--- config.mk ---
export PLATFORM = sky130hd
export DESIGN_NAME = slot_ring_state_manager_unit
export DESIGN_NICKNAME = d
export VERILOG_FILES = /design/src/rtl/srsm_pkg.sv /design/src/rtl/srsm_ctrl.sv /design/src/rtl/srsm_datapath.sv /design/src/rtl/slot_ring_state_manager_unit.sv
export SDC_FILE = /design/constraint.sdc
export NUM_CORES = 2
export LEC_CHECK = 0
export BUFFER_PORTS_ARGS = -buffer_cell sky130_fd_sc_hd__buf_2
export CAP_MARGIN = 0
export CORE_MARGIN = 2
export CORE_UTILIZATION = 25
export CTS_CLUSTER_SIZE = 28
export DETAILED_ROUTE_END_ITERATION = 12
export PLACE_DENSITY = 0.41
export SYNTH_ARGS = -nofsm -noshare
export SYNTH_HDL_FRONTEND = slang
export SYNTH_SLANG_ARGS = --single-unit
--- constraint.sdc ---
create_clock -name clk -period 27.3 [get_ports clk]
set_clock_uncertainty 0.05 [all_clocks]
set_input_delay 4.095 -clock clk [delete_from_list [all_inputs] [get_ports clk]]
set_output_delay 4.095 -clock clk [all_outputs]
set_load 0.02 [all_outputs]
--- src/rtl/srsm_pkg.sv ---
// Shared types and constants for the slot ring state manager.
// Used by the controller, the datapath and the top level; no dependencies.
`timescale 1ns / 1ps

package srsm_pkg;

    localparam int MAX_SLOTS    = 64;
    localparam int SLOT_IDX_W   = 6;
    localparam int COUNT_W      = 7;
    localparam int SIZE_W       = 32;
    localparam int REQ_W        = 2;
    localparam int STATUS_W     = 2;
    localparam int PHASE_W      = 2;
    localparam int TDATA_W      = 40;
    localparam int REDUCE_STEPS = 6;
    localparam int STEP_W       = 3;

    localparam logic [REQ_W-1:0] REQ_CLAIM_WRITE = 2'd0;
    localparam logic [REQ_W-1:0] REQ_COMMIT      = 2'd1;
    localparam logic [REQ_W-1:0] REQ_CLAIM_READ  = 2'd2;
    localparam logic [REQ_W-1:0] REQ_RELEASE     = 2'd3;

    localparam logic [PHASE_W-1:0] PHASE_FREE    = 2'd0;
    localparam logic [PHASE_W-1:0] PHASE_WRITING = 2'd1;
    localparam logic [PHASE_W-1:0] PHASE_READY   = 2'd2;
    localparam logic [PHASE_W-1:0] PHASE_READING = 2'd3;

    localparam logic [STATUS_W-1:0] STATUS_OK    = 2'd0;
    localparam logic [STATUS_W-1:0] STATUS_NONE  = 2'd1;
    localparam logic [STATUS_W-1:0] STATUS_RANGE = 2'd2;

    localparam logic [COUNT_W-1:0] SLOTS_RESET = 7'd64;

    typedef struct packed {
        logic accept;
        logic reduce_step;
        logic scan;
        logic pick;
        logic apply;
        logic load_out;
    } srsm_cmd_t;

    typedef struct packed {
        logic in_claim;
        logic in_need_reduce;
    } srsm_stat_t;

endpackage

--- src/rtl/srsm_ctrl.sv ---
// Controller state machine for the slot ring state manager.
// Sequences each request through the datapath; depends on srsm_pkg.
`timescale 1ns / 1ps

module srsm_ctrl (
    input  logic               clk,
    input  logic               rst_n,
    input  logic               s_tvalid,
    output logic               s_tready,
    output logic               m_tvalid,
    input  logic               m_tready,
    input  srsm_pkg::srsm_stat_t stat,
    output srsm_pkg::srsm_cmd_t  cmd
);
    import srsm_pkg::*;

    typedef enum logic [2:0] {
        ST_IDLE,
        ST_REDUCE,
        ST_SCAN,
        ST_PICK,
        ST_APPLY,
        ST_DONE
    } state_t;

    state_t              state_reg, state_next;
    logic [STEP_W-1:0]   step_reg, step_next;
    logic                out_valid_reg, out_valid_next;
    logic                out_free;

    assign out_free = !out_valid_reg || m_tready;
    assign s_tready = (state_reg == ST_IDLE);
    assign m_tvalid = out_valid_reg;

    always_comb
    begin
        cmd             = '0;
        cmd.accept      = (state_reg == ST_IDLE) && s_tvalid;
        cmd.reduce_step = (state_reg == ST_REDUCE);
        cmd.scan        = (state_reg == ST_SCAN);
        cmd.pick        = (state_reg == ST_PICK);
        cmd.apply       = (state_reg == ST_APPLY);
        cmd.load_out    = (state_reg == ST_DONE) && out_free;
    end

    always_comb
    begin
        state_next     = state_reg;
        step_next      = step_reg;
        out_valid_next = out_valid_reg;
        if (m_tready)
        begin
            out_valid_next = 1'b0;
        end
        unique case (state_reg)
            ST_IDLE:
            begin
                step_next = '0;
                if (s_tvalid)
                begin
                    if (!stat.in_claim)
                    begin
                        state_next = ST_APPLY;
                    end
                    else if (stat.in_need_reduce)
                    begin
                        state_next = ST_REDUCE;
                    end
                    else
                    begin
                        state_next = ST_SCAN;
                    end
                end
            end
            ST_REDUCE:
            begin
                step_next = step_reg + STEP_W'(1);
                if (step_reg == STEP_W'(REDUCE_STEPS - 1))
                begin
                    state_next = ST_SCAN;
                end
            end
            ST_SCAN:  state_next = ST_PICK;
            ST_PICK:  state_next = ST_DONE;
            ST_APPLY: state_next = ST_DONE;
            ST_DONE:
            begin
                if (out_free)
                begin
                    out_valid_next = 1'b1;
                    state_next     = ST_IDLE;
                end
            end
            default:  state_next = ST_IDLE;
        endcase
    end

    always_ff @(posedge clk or negedge rst_n)
    begin
        if (!rst_n)
        begin
            state_reg     <= ST_IDLE;
            step_reg      <= '0;
            out_valid_reg <= 1'b0;
        end
        else
        begin
            state_reg     <= state_next;
            step_reg      <= step_next;
            out_valid_reg <= out_valid_next;
        end
    end

endmodule

--- src/rtl/srsm_datapath.sv ---
// Datapath for the slot ring state manager: slot phases, length memory,
// hints, hint reduction, rotating search and result register. Uses srsm_pkg.
`timescale 1ns / 1ps

module srsm_datapath (
    input  logic                                 clk,
    input  logic                                 rst_n,
    input  srsm_pkg::srsm_cmd_t                  cmd,
    output srsm_pkg::srsm_stat_t                 stat,
    input  logic                                 cfg_wr_en,
    input  logic [srsm_pkg::COUNT_W-1:0]         cfg_wr_data,
    input  logic [srsm_pkg::REQ_W-1:0]           req_type,
    input  logic [srsm_pkg::SLOT_IDX_W-1:0]      slot_index,
    input  logic [srsm_pkg::SIZE_W-1:0]          payload_size,
    output logic [srsm_pkg::STATUS_W-1:0]        status,
    output logic [srsm_pkg::SLOT_IDX_W-1:0]      granted_slot,
    output logic [srsm_pkg::SIZE_W-1:0]          ready_size
);
    import srsm_pkg::*;

    logic [COUNT_W-1:0]    slots_in_use_reg;
    logic [PHASE_W-1:0]    phase_reg [MAX_SLOTS];
    logic [MAX_SLOTS-1:0]  len_valid_reg;
    logic [SIZE_W-1:0]     length_mem [MAX_SLOTS];
    logic [SLOT_IDX_W-1:0] write_hint_reg, read_hint_reg;

    logic [REQ_W-1:0]      req_reg;
    logic [SLOT_IDX_W-1:0] sel_reg;
    logic [SIZE_W-1:0]     size_reg;
    logic [COUNT_W-1:0]    n_reg;
    logic [SLOT_IDX_W-1:0] start_reg;
    logic [SLOT_IDX_W-1:0] div_reg;
    logic [COUNT_W-1:0]    rem_reg;
    logic [MAX_SLOTS-1:0]  hi_mask_reg, lo_mask_reg;

    logic [STATUS_W-1:0]   res_status_reg;
    logic [SLOT_IDX_W-1:0] res_granted_reg;
    logic                  res_read_reg;
    logic [SIZE_W-1:0]     rd_data_reg;
    logic                  rd_valid_reg;

    logic [STATUS_W-1:0]   out_status_reg;
    logic [SLOT_IDX_W-1:0] out_granted_reg;
    logic [SIZE_W-1:0]     out_size_reg;

    logic [COUNT_W-1:0]    n_now;
    logic [SLOT_IDX_W-1:0] hint_now;
    logic                  in_claim;
    logic [COUNT_W-1:0]    rem_shift, rem_sub;
    logic                  is_write_claim;
    logic [PHASE_W-1:0]    want_phase;
    logic                  found;
    logic [SLOT_IDX_W-1:0] pick_idx;
    logic [COUNT_W-1:0]    idx_plus;
    logic [SLOT_IDX_W-1:0] hint_after;
    logic                  sel_in_range;

    function automatic logic [SLOT_IDX_W-1:0] first_set(input logic [MAX_SLOTS-1:0] v);
        logic [SLOT_IDX_W-1:0] r;
        r = '0;
        for (int i = MAX_SLOTS - 1; i >= 0; i--)
        begin
            if (v[i])
            begin
                r = SLOT_IDX_W'(i);
            end
        end
        return r;
    endfunction

    // Active count saturates at the table size.
    assign n_now    = (slots_in_use_reg > COUNT_W'(MAX_SLOTS)) ? COUNT_W'(MAX_SLOTS)
                                                               : slots_in_use_reg;
    assign in_claim = (req_type == REQ_CLAIM_WRITE) || (req_type == REQ_CLAIM_READ);
    assign hint_now = (req_type == REQ_CLAIM_READ) ? read_hint_reg : write_hint_reg;

    assign stat.in_claim       = in_claim;
    assign stat.in_need_reduce = (n_now != '0) && ({1'b0, hint_now} >= n_now);

    // One restoring remainder step per cycle: start = hint mod active count.
    assign rem_shift = {rem_reg[COUNT_W-2:0], div_reg[SLOT_IDX_W-1]};
    assign rem_sub   = (rem_shift >= n_reg) ? (rem_shift - n_reg) : rem_shift;

    assign is_write_claim = (req_reg == REQ_CLAIM_WRITE);
    assign want_phase     = is_write_claim ? PHASE_FREE : PHASE_READY;
    assign found          = |lo_mask_reg;
    assign pick_idx       = (|hi_mask_reg) ? first_set(hi_mask_reg) : first_set(lo_mask_reg);
    assign idx_plus       = {1'b0, pick_idx} + COUNT_W'(1);
    assign hint_after     = (idx_plus == n_reg) ? '0 : idx_plus[SLOT_IDX_W-1:0];
    assign sel_in_range   = ({1'b0, sel_reg} < n_reg);

    always_ff @(posedge clk or negedge rst_n)
    begin
        if (!rst_n)
        begin
            slots_in_use_reg <= SLOTS_RESET;
        end
        else if (cfg_wr_en)
        begin
            slots_in_use_reg <= cfg_wr_data;
        end
    end

    // Request capture, reduction and search masks.
    always_ff @(posedge clk)
    begin
        if (cmd.accept)
        begin
            req_reg   <= req_type;
            sel_reg   <= slot_index;
            size_reg  <= payload_size;
            n_reg     <= n_now;
            start_reg <= hint_now;
            div_reg   <= hint_now;
            rem_reg   <= '0;
        end
        if (cmd.reduce_step)
        begin
            rem_reg   <= rem_sub;
            div_reg   <= {div_reg[SLOT_IDX_W-2:0], 1'b0};
            start_reg <= rem_sub[SLOT_IDX_W-1:0];
        end
        if (cmd.scan)
        begin
            for (int i = 0; i < MAX_SLOTS; i++)
            begin
                lo_mask_reg[i] <= (phase_reg[i] == want_phase) && (COUNT_W'(i) < n_reg);
                hi_mask_reg[i] <= (phase_reg[i] == want_phase) && (COUNT_W'(i) < n_reg)
                                  && (SLOT_IDX_W'(i) >= start_reg);
            end
        end
    end

    // Slot phases, length valid bits and hints.
    always_ff @(posedge clk or negedge rst_n)
    begin
        if (!rst_n)
        begin
            for (int i = 0; i < MAX_SLOTS; i++)
            begin
                phase_reg[i] <= PHASE_FREE;
            end
            len_valid_reg  <= '0;
            write_hint_reg <= '0;
            read_hint_reg  <= '0;
        end
        else
        begin
            if (cmd.pick && found)
            begin
                if (is_write_claim)
                begin
                    phase_reg[pick_idx] <= PHASE_WRITING;
                    write_hint_reg      <= hint_after;
                end
                else
                begin
                    phase_reg[pick_idx] <= PHASE_READING;
                    read_hint_reg       <= hint_after;
                end
            end
            if (cmd.apply && sel_in_range)
            begin
                if (req_reg == REQ_COMMIT)
                begin
                    phase_reg[sel_reg]     <= PHASE_READY;
                    len_valid_reg[sel_reg] <= 1'b1;
                end
                else
                begin
                    phase_reg[sel_reg] <= PHASE_FREE;
                end
            end
        end
    end

    always_ff @(posedge clk)
    begin
        if (cmd.apply && sel_in_range && (req_reg == REQ_COMMIT))
        begin
            length_mem[sel_reg] <= size_reg;
        end
    end

    always_ff @(posedge clk)
    begin
        if (cmd.pick)
        begin
            rd_data_reg  <= length_mem[pick_idx];
            rd_valid_reg <= len_valid_reg[pick_idx];
        end
    end

    // Result and output register.
    always_ff @(posedge clk)
    begin
        if (cmd.pick)
        begin
            res_status_reg  <= found ? STATUS_OK : STATUS_NONE;
            res_granted_reg <= found ? pick_idx : '0;
            res_read_reg    <= found && !is_write_claim;
        end
        if (cmd.apply)
        begin
            res_status_reg  <= sel_in_range ? STATUS_OK : STATUS_RANGE;
            res_granted_reg <= sel_in_range ? sel_reg : '0;
            res_read_reg    <= 1'b0;
        end
        if (cmd.load_out)
        begin
            out_status_reg  <= res_status_reg;
            out_granted_reg <= res_granted_reg;
            out_size_reg    <= (res_read_reg && rd_valid_reg) ? rd_data_reg : '0;
        end
    end

    assign status       = out_status_reg;
    assign granted_slot = out_granted_reg;
    assign ready_size   = out_size_reg;

endmodule

--- src/rtl/slot_ring_state_manager_unit.sv ---
// Slot ring state manager, top level: a table of slots with claim states.
// Packs the stream words and joins srsm_ctrl and srsm_datapath; uses srsm_pkg.
//
// The slave stream takes one request word, the master stream returns exactly
// one result word per request, in order. A request is one of claim write,
// commit, claim read and release. cfg_wr_en/cfg_wr_data set the number of
// active slots; write it only while no request is in flight.
// One request is worked on at a time. Commit and release pass through accept,
// apply and output load; a claim passes through accept, mask build, priority
// pick and output load, plus a one-bit-per-cycle remainder reduction when
// its search hint lies at or beyond the active count (after that count was
// lowered). The slot phase flops are read by one registered search over all
// slots; sizes live in a 64-entry memory read per claim, used by read claims.
// Reset frees all slots, zeroes the stored sizes (through per-slot valid
// bits), clears both hints and sets the active count to 64; it needs no
// clearing pass. The result word sits in an output register: a new request
// is taken while it waits, but the next result is held back until the
// receiver takes the previous one with m_tready.
`timescale 1ns / 1ps

module slot_ring_state_manager_unit (
    input  logic                               clk,
    input  logic                               rst_n,
    input  logic                               s_tvalid,
    output logic                               s_tready,
    // req_type [1:0], slot_index [7:2], payload_size [39:8]
    input  logic [srsm_pkg::TDATA_W-1:0]       s_tdata,
    output logic                               m_tvalid,
    input  logic                               m_tready,
    // status [1:0], granted_slot [7:2], ready_size [39:8]
    output logic [srsm_pkg::TDATA_W-1:0]       m_tdata,
    input  logic                               cfg_wr_en,
    input  logic [srsm_pkg::COUNT_W-1:0]       cfg_wr_data
);
    import srsm_pkg::*;

    srsm_cmd_t             cmd;
    srsm_stat_t            stat;
    logic [STATUS_W-1:0]   status;
    logic [SLOT_IDX_W-1:0] granted_slot;
    logic [SIZE_W-1:0]     ready_size;

    srsm_ctrl u_ctrl (
        .clk      (clk),
        .rst_n    (rst_n),
        .s_tvalid (s_tvalid),
        .s_tready (s_tready),
        .m_tvalid (m_tvalid),
        .m_tready (m_tready),
        .stat     (stat),
        .cmd      (cmd)
    );

    srsm_datapath u_datapath (
        .clk          (clk),
        .rst_n        (rst_n),
        .cmd          (cmd),
        .stat         (stat),
        .cfg_wr_en    (cfg_wr_en),
        .cfg_wr_data  (cfg_wr_data),
        .req_type     (s_tdata[1:0]),
        .slot_index   (s_tdata[7:2]),
        .payload_size (s_tdata[39:8]),
        .status       (status),
        .granted_slot (granted_slot),
        .ready_size   (ready_size)
    );

    assign m_tdata = {ready_size, granted_slot, status};

endmodule
==> impl_metrics.tcl <==
set metrics [dict create \
    status "complete, no violations" \
    drc 0 \
    rsz0062_at_grt "false" \
    finalSetupViolCount 0 \
    synth_fa_ha_area_frac 0.00278 \
    clock_sinks 2540 \
    period_minus_slack_ps 7280 \
    final_common_cell "edfxtp_1" \
    ys_warn_count 0 \
    start_kind "flop" \
    synthFlopType "edfxtp_1" \
    min_path_type "reg -> reg" \
    p_seq_frac 0.478 \
    fmax_mhz 137 \
    grtUsageTotal 0.207 \
    synth-xor-area-share 0.00590 \
    hold_buffers 0 \
    setup_tns_ps 0 \
    post-cts-setup-buffers 0 \
    grt_start_max_net_pins 97 \
    port_buffers 93 \
    rr_startpoint "u_datapath.hi_mask_reg[31]" \
    clk_latency_ps 940 \
    ir_worst_vdd_uv 51.7 \
    holdCritStartpoint "u_datapath.res_granted_reg[1]" \
    yosys.area_share.simple 0.0679 \
    drive_gt1_frac 0.172 \
    leakagePower_nw 38.6 \
    start_util 0.251 \
    slowest_delay_ps 980 \
    cp_common_cell "buf_4" \
    power.switching_mw 2.61 \
    critPathRequiredTime_ps 27910 \
    hold_depth 0 \
    power_frac_clock 0.399 \
    end_kind "flop" \
    cap_viol_max_count 0 \
    path_buf_inv 4 \
    die_x_um 642 \
    viasPerCell 5.32 \
    crit_fanout 90 \
    layout_common_cells "2320 x edfxtp_1, 430 x nand2_1, 364 x nor2_1, 300 x clkbuf_16, 286 x a221oi_1" \
    numCtsBuffers 289 \
    synth_top_area_share 0.685 \
    die_h_um 642 \
    yosys-top-cells-area "edfxtp_1 68%, dfrtp_1 5.3%, mux2i_1 2.8%" \
    worst-path-stages 15 \
    slew_headroom 0.0238 \
    internal_power_mw 6.96 \
    fp-row-count 234 \
    worstMarginPinSlew_ps 1460 \
    dr.pass1.iters 8 \
    synth-compound-area-share 0.105 \
    cts.path.max_buffers 4 \
    path_class "reg -> reg" \
    p_per_area_nw_per_um2 80.3 \
    grt_pass1_vias 63700 \
    synthMuxAreaShare 0.0580 \
    r2r_slack_ps 20020 \
    path_delay_family "simple AND/OR/NAND/NOR gates" \
    synth_cell_types 100 \
    vias 66300 \
    synth_edf_count 2320 \
    largest_reg_flops 2048 \
    wl_per_cell_um 35.5 \
    gp_congestion 0.839 \
    nets 6860 \
    r2r_end "u_datapath.rd_data_reg[14]" \
    synthToLayoutAreaGrowth_pct 17.0 \
    coreArea_um2 406000 \
    netlist_instances 6557 \
    critPathArrivalTime_ps 7890 \
    combPwrFrac 0.123 \
    finalHoldViolations 0 \
    io_pins 94 \
    routed_wl_mm 442 \
    root_buffer "clkbuf_16" \
    antenna_found_initial 32 \
    synth_fp_nets 6631 \
    hpwl_mm 242 \
    clk_pin_slew_ps 60 \
    yosys.area.top_type "edfxtp_1" \
    syn_area_um2 102000 \
    hold_ws_ps 356 \
    dieArea_um2 412000 \
    cpMaxStageDelayCell "nor4_1" \
    ys_ff_latch 2540 \
    p_sw_frac 0.273 \
    startpoint "u_datapath.hi_mask_reg[31]" \
    synth_top_family_by_area "compound AO/OA/AOI/OAI gates" \
    ctsResizeCount 0 \
    grt_first_pass_wirelength_mm 587 \
    cp-endpoint "u_datapath.rd_data_reg[14]" \
    synthArstFlopShare 0.0858 \
    finalCritPeriodShare 0.267 \
    h-tree-depth 5 \
    ys_seq_area_frac 0.739 \
    synth.avg_cell_area_um2 15.5 \
    maxSlewViolCount 0 \
    cts_tree "yes" \
    ant_nets 0 \
    reg2regPathDepth 15 \
    first_iter_violations 9207 \
    grt_overflow 0 \
    crit_chain "nor4_1 > and4_1 > and4b_1 > nor4b_2 > and3_1 > nor2_4 > clkinv_16 > buf_4 > buf_12 > buf_4 > mux2_2 > a22oi_1 > nor2_1 > o311ai_0 > nand4_1" \
]
==> worst min-delay path by stage <==
stage,endpoint,slack (ps)
floorplan,u_datapath.granted_slot[0],350
global placement,u_datapath.granted_slot[2],360
detailed placement,u_datapath.granted_slot[0],360
CTS,u_datapath.granted_slot[1],360
global route,u_datapath.granted_slot[1],360
finish,u_datapath.granted_slot[1],360
==> logic make-up after synthesis <==
logic type	Yosys count
buffers and inverters	476
DFF	2540
AOI/OAI and AO/OA	1442
xor gates and xnor gates	67
and+or+nand+nor	1477
muxes	533
adders and majority gates	22
==> routing by layer <==
metal | routed length (um) | vias up | share of wire | GRT usage
met5 | 23 | - | 0.000052 | 0
met1 | 190000 | 35800 | 0.43 | 0.287
met2 | 205000 | 3261 | 0.46 | 0.333
met3 | 33500 | 611 | 0.076 | 0.0316
met4 | 14400 | 4 | 0.032 | 0.0633
li1 | - | 26600 | - | -
==> through the flow <==
step                      power, mW  cells  cell area, um2  worst slack, ps  utilization
after floorplan                5.25   6557          102000            16590            -
after global placement         5.81  11900          110000            19520        0.271
after detailed placement       5.81  11900          110000            19760        0.271
after CTS                      9.62  12400          119000            20180        0.293
after global routing           9.83  12400          119000            19740        0.293
final                          9.56  12500          119000            20020        0.293
==> final cells by class <==
class / instances / area [um2]
fill: 40500 / 287000
sequential: 2540 / 75200
multi-input combinational: 3541 / 25100
clock buffer: 386 / 7920
tap: 5428 / 6790
timing repair buffer: 360 / 2630
clock inverter: 135 / 1130
inverter: 54 / 239
antenna: 13 / 32.5
==> worst reg2reg max path, cell delays in order (launching register included) <==
cell,delay (ps)
edfxtp_1,480
nor4_1,980
and4_1,320
and4b_1,480
nor4b_2,300
and3_1,550
nor2_4,170
clkinv_16,250
buf_4,760
buf_12,590
buf_4,820
mux2_2,410
a22oi_1,160
nor2_1,60
o311ai_0,530
nand4_1,150
==> power groups by stage <==
| stage | Combinational (mW) | Sequential, mW | Clock [mW] |
|---|---|---|---|
| after floorplan | 0.560 | 4.69 | 0 |
| after global placement | 1.17 | 4.64 | 0 |
| after detailed placement | 1.17 | 4.64 | 0 |
| after CTS | 1.18 | 4.57 | 3.88 |
| after global routing | 1.24 | 4.58 | 4.02 |
| final | 1.18 | 4.57 | 3.82 |
==> cell usage after synthesis, types with 74 or more instances <==
master and count:
edfxtp_1 2320, nor2_1 441, nand2_1 432, a221oi_1 287, mux2i_1 285, mux2_2 220, dfrtp_1 217, a21oi_1 208
clkbuf_1 172, o21ai_0 160, nand3_1 158, buf_2 143, a22oi_1 139, o22ai_1 81, or2_2 79, o211ai_1 74
Note: power is estimated with default switching activity, not from simulation.
